===== src/hdl/dma_channel_sequencer_defines.svh =====
// Assertion macros shared by the DMA channel sequencer RTL.
`ifndef DMA_CHANNEL_SEQUENCER_DEFINES_SVH
`define DMA_CHANNEL_SEQUENCER_DEFINES_SVH

// The condition must hold in the same cycle as the trigger.
`define DCS_ASSERT_SAME(label, trig, cond, msg) \
  label: assert property (@(posedge clk) disable iff (rst) (trig) |-> (cond)) \
    else $error(msg);

// The condition must hold in the cycle after the trigger.
`define DCS_ASSERT_NEXT(label, trig, cond, msg) \
  label: assert property (@(posedge clk) disable iff (rst) (trig) |=> (cond)) \
    else $error(msg);

`endif


===== src/hdl/dcs_pkg.sv =====
// Types and constants for the DMA channel sequencer.
package dcs_pkg;

  localparam int ADDRESS_BITS   = 21;
  localparam int CHANNEL_COUNT  = 7;
  localparam int COUNT_BITS     = 24;
  localparam int WORD_BITS      = 32;
  localparam int CFG_INDEX_BITS = 3;
  localparam int CFG_DATA_BITS  = 24;
  localparam int QUEUE_DEPTH    = 4;
  localparam int PTR_BITS       = $clog2(QUEUE_DEPTH);
  localparam int LEVEL_BITS     = $clog2(QUEUE_DEPTH + 1);

  localparam logic [2:0] CH_GPU   = 3'd2;
  localparam logic [2:0] CH_CDROM = 3'd3;
  localparam logic [2:0] CH_OTC   = 3'd6;

  localparam logic [WORD_BITS-1:0] OTC_END = 32'h00FF_FFFF;
  localparam int END_BIT = 23;

  typedef enum logic [2:0] {
    K_READ  = 3'd0,
    K_WRITE = 3'd1,
    K_GPU   = 3'd2,
    K_DONE  = 3'd3,
    K_ERROR = 3'd4
  } kind_t;

  typedef enum logic [1:0] {
    PH_IDLE  = 2'd0,
    PH_BLOCK = 2'd1,
    PH_HDR   = 2'd2,
    PH_DATA  = 2'd3
  } phase_t;

  typedef enum logic [CFG_INDEX_BITS-1:0] {
    REG_BASE_ADDRESS  = 3'd0,
    REG_WORD_COUNT    = 3'd1,
    REG_TOWARD_RAM    = 3'd2,
    REG_STEP_BACKWARD = 3'd3,
    REG_LINKED_LIST   = 3'd4,
    REG_IRQ_MASK      = 3'd5,
    REG_IRQ_MASTER    = 3'd6
  } cfg_reg_t;

  typedef struct packed {
    kind_t                   kind;
    logic [ADDRESS_BITS-1:0] addr;
    logic [WORD_BITS-1:0]    word;
    logic                    irq;
    logic                    last;
  } res_t;

endpackage


===== src/hdl/dma_channel_sequencer.sv =====
// The results of an accepted transaction are written into a registered result queue and reach the output in order.
// Throughput: one input transaction per cycle while each yields at most one result; the
// single output port and a four-entry result queue limit two-result transactions to one
// result per cycle, and in_stall rises when fewer than two queue entries are free.
// Reset is synchronous and active high: it clears registers, channel flags and the queue.
module dma_channel_sequencer (
  input  logic                                clk,
  input  logic                                rst,
  input  logic                                in_valid,
  output logic                                in_stall,
  input  logic                                func,
  input  logic [2:0]                          channel,
  input  logic [dcs_pkg::WORD_BITS-1:0]       word_in,
  output logic                                out_valid,
  input  logic                                out_stall,
  output dcs_pkg::kind_t                      kind,
  output logic [dcs_pkg::ADDRESS_BITS-1:0]    ram_address,
  output logic [dcs_pkg::WORD_BITS-1:0]       word_out,
  output logic                                irq,
  output logic                                last,
  input  logic                                cfg_we,
  input  logic [dcs_pkg::CFG_INDEX_BITS-1:0]  cfg_index,
  input  logic [dcs_pkg::CFG_DATA_BITS-1:0]   cfg_data
);
  import dcs_pkg::*;
  `include "dma_channel_sequencer_defines.svh"

  // Configuration registers.
  logic [ADDRESS_BITS-1:0]  base_address;
  logic [COUNT_BITS-1:0]    word_count;
  logic                     toward_ram;
  logic                     step_backward;
  logic                     linked_list_mode;
  logic [CHANNEL_COUNT-1:0] irq_enable_mask;
  logic                     irq_master_enable;

  // Transfer state.
  phase_t                   phase, phase_next;
  logic [2:0]               active_channel, active_channel_next;
  logic [ADDRESS_BITS-1:0]  current_address, current_address_next;
  logic [COUNT_BITS-1:0]    words_left, words_left_next;
  logic [7:0]               packet_words_left, packet_words_left_next;
  logic [23:0]              list_link, list_link_next;
  logic [CHANNEL_COUNT-1:0] channel_flags, channel_flags_next;

  // Result queue.
  res_t                     queue [QUEUE_DEPTH];
  logic [PTR_BITS-1:0]      head, tail;
  logic [LEVEL_BITS-1:0]    count, count_next;

  logic                     accept, pop;
  res_t                     res0, res1;
  logic [1:0]               nres;

  // Derived values.
  logic                     start_ok;
  logic [ADDRESS_BITS-1:0]  base_aligned, addr_adv, addr_prev, addr_plus4, hdr_addr;
  logic [COUNT_BITS-1:0]    words_dec;
  logic                     block_end;
  logic [7:0]               pk_cnt;
  logic [23:0]              pk_hdr;
  logic [2:0]               fin_ch;
  logic [CHANNEL_COUNT-1:0] fin_bit;
  logic                     fin_en;
  logic [WORD_BITS-1:0]     ram_data;
  res_t                     done_res, pkt_res;
  logic                     pair_out, done_out;

  assign accept    = in_valid && !in_stall;
  assign pop       = out_valid && !out_stall;
  assign in_stall  = count > LEVEL_BITS'(QUEUE_DEPTH - 2);
  assign out_valid = count != '0;

  assign kind        = queue[head].kind;
  assign ram_address = queue[head].addr;
  assign word_out    = queue[head].word;
  assign irq         = queue[head].irq;
  assign last        = queue[head].last;

  assign start_ok = (channel != 3'(CHANNEL_COUNT)) &&
                    !(linked_list_mode && (channel != CH_GPU || toward_ram));

  assign base_aligned = {base_address[ADDRESS_BITS-1:2], 2'b00};
  assign addr_plus4   = current_address + ADDRESS_BITS'(4);
  assign addr_prev    = current_address - ADDRESS_BITS'(4);
  assign addr_adv     = step_backward ? addr_prev : addr_plus4;
  assign words_dec    = words_left - COUNT_BITS'(1);
  assign block_end    = words_dec == '0;

  // A header read fills both fields; a data word only counts down the packet.
  assign pk_cnt   = (phase == PH_HDR) ? word_in[31:24] : packet_words_left - 8'd1;
  assign pk_hdr   = (phase == PH_HDR) ? word_in[23:0] : list_link;
  assign hdr_addr = {pk_hdr[ADDRESS_BITS-1:2], 2'b00};

  // A zero-length block finishes on its own start, so the new channel decides the flag.
  assign fin_ch  = func ? active_channel : channel;
  assign fin_bit = CHANNEL_COUNT'(1) << fin_ch;
  assign fin_en  = |(irq_enable_mask & fin_bit);

  always_comb begin
    if (active_channel == CH_OTC) begin
      ram_data = block_end ? OTC_END : WORD_BITS'(addr_prev);
    end else if (active_channel == CH_GPU || active_channel == CH_CDROM) begin
      ram_data = word_in;
    end else begin
      ram_data = '0;
    end
  end

  always_comb begin
    done_res = '{kind: K_DONE, addr: '0, word: '0, irq: fin_en && irq_master_enable,
                 last: 1'b1};
    if (pk_cnt != 8'd0) begin
      pkt_res = '{kind: K_READ, addr: addr_plus4, word: '0, irq: 1'b0, last: 1'b1};
    end else if (pk_hdr[END_BIT]) begin
      pkt_res = done_res;
    end else begin
      pkt_res = '{kind: K_READ, addr: hdr_addr, word: '0, irq: 1'b0, last: 1'b1};
    end
  end

  // Next state.
  always_comb begin
    phase_next             = phase;
    active_channel_next    = active_channel;
    current_address_next   = current_address;
    words_left_next        = words_left;
    packet_words_left_next = packet_words_left;
    list_link_next         = list_link;
    channel_flags_next     = channel_flags;
    if (accept) begin
      if (!func) begin
        phase_next = PH_IDLE;
        if (start_ok) begin
          active_channel_next  = channel;
          current_address_next = base_aligned;
          if (linked_list_mode) begin
            phase_next = PH_HDR;
          end else begin
            words_left_next = word_count;
            if (word_count == '0) begin
              if (fin_en) channel_flags_next = channel_flags | fin_bit;
            end else begin
              phase_next = PH_BLOCK;
            end
          end
        end
      end else begin
        unique case (phase)
          PH_BLOCK: begin
            words_left_next      = words_dec;
            current_address_next = addr_adv;
            if (block_end) begin
              phase_next = PH_IDLE;
              if (fin_en) channel_flags_next = channel_flags | fin_bit;
            end
          end
          PH_HDR, PH_DATA: begin
            packet_words_left_next = pk_cnt;
            list_link_next         = pk_hdr;
            if (pk_cnt != 8'd0) begin
              current_address_next = addr_plus4;
              phase_next           = PH_DATA;
            end else if (pk_hdr[END_BIT]) begin
              phase_next = PH_IDLE;
              if (fin_en) channel_flags_next = channel_flags | fin_bit;
            end else begin
              current_address_next = hdr_addr;
              phase_next           = PH_HDR;
            end
          end
          PH_IDLE: begin
          end
          default: begin
          end
        endcase
      end
    end
  end

  // Results of the accepted transaction.
  always_comb begin
    res0 = '0;
    res1 = '0;
    nres = 2'd0;
    if (!func) begin
      nres = 2'd1;
      if (!start_ok) begin
        res0 = '{kind: K_ERROR, addr: '0, word: '0, irq: 1'b0, last: 1'b1};
      end else if (linked_list_mode) begin
        res0 = '{kind: K_READ, addr: base_aligned, word: '0, irq: 1'b0, last: 1'b1};
      end else if (word_count == '0) begin
        res0 = done_res;
      end else if (toward_ram) begin
        nres = 2'd0;
      end else begin
        res0 = '{kind: K_READ, addr: base_aligned, word: '0, irq: 1'b0, last: 1'b1};
      end
    end else begin
      unique case (phase)
        PH_BLOCK: begin
          if (toward_ram) begin
            res0 = '{kind: K_WRITE, addr: current_address, word: ram_data, irq: 1'b0,
                     last: block_end};
            res1 = done_res;
            nres = block_end ? 2'd2 : 2'd1;
          end else begin
            if (block_end) begin
              res1 = done_res;
            end else begin
              res1 = '{kind: K_READ, addr: addr_adv, word: '0, irq: 1'b0, last: 1'b1};
            end
            if (active_channel == CH_GPU) begin
              res0 = '{kind: K_GPU, addr: '0, word: word_in, irq: 1'b0, last: 1'b0};
              nres = 2'd2;
            end else begin
              res0 = res1;
              nres = 2'd1;
            end
          end
        end
        PH_HDR: begin
          res0 = pkt_res;
          nres = 2'd1;
        end
        PH_DATA: begin
          res0 = '{kind: K_GPU, addr: '0, word: word_in, irq: 1'b0, last: 1'b0};
          res1 = pkt_res;
          nres = 2'd2;
        end
        PH_IDLE: begin
        end
        default: begin
        end
      endcase
    end
  end

  always_comb begin
    count_next = count + LEVEL_BITS'(accept ? nres : 2'd0) - LEVEL_BITS'(pop);
  end

  always_ff @(posedge clk) begin
    if (rst) begin
      base_address      <= '0;
      word_count        <= '0;
      toward_ram        <= 1'b0;
      step_backward     <= 1'b0;
      linked_list_mode  <= 1'b0;
      irq_enable_mask   <= '0;
      irq_master_enable <= 1'b0;
    end else if (cfg_we) begin
      unique case (cfg_index)
        REG_BASE_ADDRESS:  base_address      <= cfg_data[ADDRESS_BITS-1:0];
        REG_WORD_COUNT:    word_count        <= cfg_data[COUNT_BITS-1:0];
        REG_TOWARD_RAM:    toward_ram        <= cfg_data[0];
        REG_STEP_BACKWARD: step_backward     <= cfg_data[0];
        REG_LINKED_LIST:   linked_list_mode  <= cfg_data[0];
        REG_IRQ_MASK:      irq_enable_mask   <= cfg_data[CHANNEL_COUNT-1:0];
        REG_IRQ_MASTER:    irq_master_enable <= cfg_data[0];
        default: begin
        end
      endcase
    end
  end

  always_ff @(posedge clk) begin
    if (rst) begin
      phase             <= PH_IDLE;
      active_channel    <= '0;
      current_address   <= '0;
      words_left        <= '0;
      packet_words_left <= '0;
      list_link         <= '0;
      channel_flags     <= '0;
      head              <= '0;
      tail              <= '0;
      count             <= '0;
    end else begin
      phase             <= phase_next;
      active_channel    <= active_channel_next;
      current_address   <= current_address_next;
      words_left        <= words_left_next;
      packet_words_left <= packet_words_left_next;
      list_link         <= list_link_next;
      channel_flags     <= channel_flags_next;
      count             <= count_next;
      if (pop) head <= head + PTR_BITS'(1);
      if (accept) tail <= tail + PTR_BITS'(nres);
    end
  end

  always_ff @(posedge clk) begin
    if (accept && nres != 2'd0) queue[tail] <= res0;
    if (accept && nres == 2'd2) queue[tail + PTR_BITS'(1)] <= res1;
  end

  // A block write toward RAM may itself be marked last ahead of its done result.
  assign pair_out = accept && nres == 2'd2;
  assign done_out = (accept && nres != 2'd0 && res0.kind == K_DONE) ||
                    (pair_out && res1.kind == K_DONE);

  `DCS_ASSERT_SAME(a_queue_bound, 1'b1, count <= LEVEL_BITS'(QUEUE_DEPTH), "queue overflow")
  `DCS_ASSERT_NEXT(a_pop_drains, pop && !accept, count == $past(count) - LEVEL_BITS'(1), "no drain")
  `DCS_ASSERT_SAME(a_pair_order, pair_out, res1.last && res0.kind != K_ERROR, "bad result pair")
  `DCS_ASSERT_NEXT(a_done_idles, done_out, phase == PH_IDLE, "done without return to idle")
  `DCS_ASSERT_NEXT(a_flags_sticky, !rst, (~channel_flags & $past(channel_flags)) == '0, "flag lost")

endmodule


===== config.mk =====
export PLATFORM = sky130hd
export DESIGN_NAME = dma_channel_sequencer
export DESIGN_NICKNAME = d
export VERILOG_FILES = /design/src/hdl/dcs_pkg.sv /design/src/hdl/dma_channel_sequencer.sv
export VERILOG_INCLUDE_DIRS = /design/src /design/src/hdl
export SDC_FILE = /design/constraint.sdc
export NUM_CORES = 1
export LEC_CHECK = 0
export ABC_CLOCK_PERIOD_IN_PS = 7380
export BUFFER_PORTS_ARGS = -buffer_cell sky130_fd_sc_hd__buf_2
export CAP_MARGIN = 20
export CORE_MARGIN = 10
export CORE_UTILIZATION = 50
export CTS_CLUSTER_DIAMETER = 40
export DETAILED_ROUTE_END_ITERATION = 7
export HOLD_SLACK_MARGIN = 0.08
export PLACE_DENSITY_LB_ADDON = 0.1
export SLEW_MARGIN = 5
export SYNTH_ARGS = -nofsm -noshare
export SYNTH_HDL_FRONTEND = slang
export SYNTH_SLANG_ARGS = --single-unit

===== constraint.sdc =====
create_clock -name clk -period 7.38 [get_ports clk]
set_input_delay 1.476 -clock clk [delete_from_list [all_inputs] [get_ports clk]]
set_output_delay 1.476 -clock clk [all_outputs]
set_load 0.03 [all_outputs]

-- Word level (Yosys, flattened, before mapping)
Memory sizes are Yosys's and may differ from the RTL's. A register that Yosys moved wholly into a read port is not among the register bits.
Cells that the tools add are included.
- bits in registers: 145
- bits in latches: 0
- RAM bits: 232
- memory bits (read-only): 0
- input port bits: 68
- output and inout bits: 60
- word-level logic and storage cells: 139
- memories kept: 1
- add/subtract/negate cells: 9
- multipliers: 0
- div/mod/pow operators: 0
- order comparisons: 1
- equality and inequality tests: 20
- shift-type cells: 1
- mux-type cells: 54
- bitwise operators: 2
- reduce and logical (&&, ||, !) cells: 34
- memories (memory ; words ; bits a word ; read ports ; clocked after memory_dff ; wr ports ; RTL line ; RTL):
    queue ; 4 ; 58 ; 1 ; 1 ; 2 ; dma_channel_sequencer.sv:47 ; res_t queue [QUEUE_DEPTH];
- operators by type and width (operator ; number):
    $mux 57 ; 6
    $mux 58 ; 5
    $pmux 58 s3 ; 1
    $mux 24 ; 6
    $pmux 58 s2 ; 1
    $mux 21 ; 5
    $mux 32 ; 2
    $mux 55 ; 1
    $logic_not 24->1 ; 2
    $pmux 21 s2 ; 1
    $mux 2 ; 13
    $sub 24x1->24 const B ; 1
    $add 21x3->21 const B ; 1
    $sub 21x3->21 const B ; 1
    $reduce_and 2->1 ; 7
    $eq 3x2->1 const B ; 4
    $eq 3x3->1 const B ; 4
    $reduce_and 4->1 ; 3
    $mux 1 ; 9
    $reduce_and 3->1 ; 3
    $mux 8 ; 1
    $reduce_bool 8->1 ; 1
    $sub 8x1->8 const B ; 1
    $and 7x7->7 ; 1
    other kinds (27) ; 41

-- Depth between registers and ports, before layout
- depth after elaboration: 11
- depth in mapped cells: 23
- gate-level depth less buffers: 19

-- Least setup slack after synthesis
OpenSTA, ideal clock, no wires.
- kind: register to register
- from: reg words_left[5]
- to: reg count[2]
- setup time: 0.128 ns
- data arrival time: 4.541 ns
- required time: 7.252 ns
- slack: 2.712 ns
- cell stages (with the launch flop): 24
- buffers on the path: 6
- cells stage by stage: dfxtp_1 -> buf_2 -> or3_1 -> buf_2 -> or3_1 -> buf_2 -> or4_1 -> xnor2_1 -> or4_1 -> buf_2 -> or2_1 -> buf_6 -> buf_6 -> nor2_1 -> o21ai_0 -> nand2_1 -> ha_1 -> inv_1 -> ha_1 -> inv_1 -> fa_1 -> xnor2_1 -> xnor2_1 -> nor2_1
- word-level cells in the longest chain between the ends: 9
- RTL lines (item ; RTL line ; RTL):
    start, declared ; dma_channel_sequencer.sv:41 ; logic [COUNT_BITS-1:0] words_left, words_left_next;
    start signal, assigned ; dma_channel_sequencer.sv:283 ; words_left <= words_left_next;
    $sub 24x1->24 ; dma_channel_sequencer.sv:87 ; assign words_dec = words_left - COUNT_BITS'(1);
    $logic_not 24->1 ; dma_channel_sequencer.sv:88 ; assign block_end = words_dec == '0;
    $mux 2 ; dma_channel_sequencer.sv:206 ; nres = block_end ? 2'd2 : 2'd1;
    $mux 2 ; dma_channel_sequencer.sv:202 ; if (toward_ram) begin
    $pmux 2 s3 ; dma_channel_sequencer.sv:200 ; unique case (phase)
    $mux 2 ; dma_channel_sequencer.sv:186 ; if (!func) begin
    $mux 2 ; dma_channel_sequencer.sv:240 ; count_next = count + LEVEL_BITS'(accept ? nres : 2'd0) - LEVEL_BITS'(pop);
    $add 3x2->3 ; dma_channel_sequencer.sv:240 ;
    $sub 3x1->3 ; dma_channel_sequencer.sv:240 ;
    end signal, assigned ; dma_channel_sequencer.sv:287 ; count <= count_next;
    end, declared ; dma_channel_sequencer.sv:49 ; logic [LEVEL_BITS-1:0] count, count_next;
No other way between the ends.
A chain may end at the register's enable or synchronous reset.

-- Final worst setup path
- from: reg words_left[0]
- to: reg count[2]
Same word-level chain as after synthesis.

==> metrics.cfg <==
[grt]
grt_pass1_wl_um = 100000
overflow = 0
grt_pass1_vias = 16100
antenna_found_initial = 0
grt_max_degree = 69
grtUsageTotal_pct = 27.4

[clock_network]
cts_tree = done
cts_setup_buffers = 0
cts-hold-fix-buffers = 0
root_buffer = clkbuf_16
cts_buffers = 56
clock_latency_ps = 620
cts_resized = 0
cts.path.max_buffers = 3
cts_max_level = 2
clkSlewWorstSetupHoldPaths_ps = 60
clock_sinks = 367

[yosys]
synth_top_cell_area_share_pct = 28.4
synthesis.area_sq_um = 19100
synth_most_common_cell = nand2_1
yosysSeqAreaShare_pct = 43.5
synth_edf_count = 96
yosysWarnings = 0
syn_inst = 2064
synth_top_area_cell = dfxtp_1
synth_flop_cell = dfxtp_1
ys_seq_elements = 367
synth.area.top_cells = dfxtp_1 (28%), edfxtp_1 (15%), mux4_2 (6.7%)
async_flop_share_pct = 0
syn_avg_cell_area_sq_um = 9.25
ys_types = 85
synthTopCellsByCount = nand2_1 (298), dfxtp_1 (271), a21oi_1 (165), clkbuf_1 (141), o21ai_0 (122)

[final_layout]
layout.cells.non_filler = 2656
multiInputGateArea_sq_um = 9880
diodes = 0
postLayoutCoreUtil_pct = 58.0
fillerInstances = 3373
register_area_sq_um = 8310
drive_gt1_share_pct = 17.0
fin_nets = 2175
syn_to_final_growth_pct = 14.4

[route]
wl_per_cell_um = 24.7
firstDrtPassIters = 6
drc_errors = 0
routed_wl_um = 65600
vias_per_cell = 6.36
vias = 16900
drtIter0Drc = 1821
drtAntennaViolNets = 0

[die]
die_h_um = 215
core_region_area_sq_um = 37700
row_count = 71
initial_core_util_pct = 50.7
io_pins = 128
dieWidth_um = 215
dieArea_sq_um = 46400

[timing]
whs_ps = 455
fmax_mhz = 176
timing_worst_slew_pin_value_ps = 1140
setup_viol = 0
final_hold_viol_count = 0
fin_tns_setup_ps = 0
fin_worst_skew_ps = 22.0
post-route-period-util_pct = 76.9
min_period_ps = 5670
setup_slack_ps = 1710
slew_viol_final = 0
rsz0062_at_grt = no
max-slew-margin-rel_pct = 23.7

[placement]
gp_congestion = 1.00
place_ws_ps = 1760
port-buffer-count = 127
dp_hpwl_um = 45500
dp_cells = 2548

[outcome]
status = finished, final reports clean

[power_and_ir_drop]
p_leak_nw = 7.89
peakVddDrop_v = 0.000191
p_per_area_nw_per_um2 = 298

[setup_path]
reg2regPathDepth = 19
endpoint_kind = flop
critical_path_class = reg -> reg
path_max_fanout = 28
crit_path_start_kind = flop
critPathRequiredTime_ps = 7840
worstPathArrival_ps = 6140

[worst_hold_path]
hold_class = reg -> reg
hold_depth = 2

[run]
cap_violations = 0

per-layer routing:
| metal | vias to the layer above | share of wire, % | global-route usage (%) | wire length (um) |
|---|---|---|---|---|
| met5 | - | 0 | 0 | 0 |
| met4 | 0 | 3.2 | 9.88 | 2110 |
| met3 | 113 | 8.3 | 5.58 | 5470 |
| met2 | 764 | 45 | 41.5 | 29600 |
| met1 | 8262 | 43 | 38.0 | 28500 |
| li1 | 7756 | - | - | - |
cell families (layout without fill, tap and decap cells):
logic type	Yosys count	in the layout	share of synthesized area (%)
buffers and inverters	216	294	4.80
DFF	367	367	43.5
AOI/OAI and AO/OA	628	628	22.2
muxes	114	114	9.79
adders and majority gates	10	10	0.695
other	1	4	0.0196
xor gates and xnor gates	49	49	2.25
and+or+nand+nor	679	679	16.7
state kept, by name (all words and copies together), names as in the netlist, named ones only:
signal             count
tail                   2
phase                  2
count                  3
active_channel         3
irq_enable_mask        7
current_address       19
head                   2
irq_master_enable      1
list_link             20
toward_ram             1
words_left            24
word_count            24
queue                228
step_backward          1
packet_words_left      8
linked_list_mode       1
base_address          19
critical path, stage by stage, from the launching register on:
cell and delay, ps:
dfxtp_1 350, inv_1 90, ha_1 320, or4b_1 590
nor4_1 670, nand3_1 180, xnor2_1 170, or4_1 720
or2_1 700, nor2_1 220, o21ai_0 150, nand2_1 100
ha_1 230, inv_1 50, ha_1 120, inv_1 50
fa_1 430, xnor2_1 180, xnor2_1 140, nor2_1 60
cell type report:
cell class / count / area share [%]
Multi-Input combinational cell: 1484 / 45.3
Sequential cell: 367 / 38.1
Clock buffer: 64 / 6.69
Timing Repair Buffer: 158 / 4.07
Tap cell: 511 / 2.93
Clock inverter: 42 / 2.43
Inverter: 30 / 0.516
where the power goes:
part | internal (mW) | switching (mW) | leakage, nW
combinational | 0.497 | 0.949 | 3.84
clock | 1.71 | 1.07 | 0.976
sequential | 2.16 | 0.115 | 3.07
layout by cell type (no fill, tap or decap), drive strengths merged, types with 12 or more instances in the layout:
| master | count |
|---|---|
| xor2 | 15 |
| a21o | 21 |
| a211oi | 14 |
| xnor2 | 34 |
| a22o | 110 |
| nand3 | 94 |
| nor2b | 14 |
| nor4 | 21 |
| nand2 | 298 |
| mux4 | 57 |
| mux2 | 12 |
| edfxtp | 96 |
| inv | 46 |
| nor2 | 122 |
| clkinv | 16 |
| o21ai | 133 |
| buf | 158 |
| o22ai | 26 |
| clkbuf | 64 |
| or4 | 12 |
| or3 | 17 |
| nor3 | 21 |
| a31oi | 25 |
| and3 | 13 |
| a22oi | 18 |
| a21oi | 165 |
| mux2i | 45 |
| and2 | 15 |
| o2bb2ai | 39 |
| dfxtp | 271 |
per-stage QoR:
step	cell area, sq um	total power [mW]
after floorplan	19100	3.31
after global placement	19800	3.75
after detailed placement	19800	3.75
after CTS	21800	6.53
after global routing	21800	6.76
final	21800	6.51
final timing paths:
check	start	endpoint	slack, ps
max	words_left[0]	count[2]	1710
min	list_link[19]	list_link[19]	450
max reg2reg	words_left[0]	count[2]	1710
min reg2reg	list_link[19]	list_link[19]	450
No activity file was read; power rests on OpenSTA's default activity.
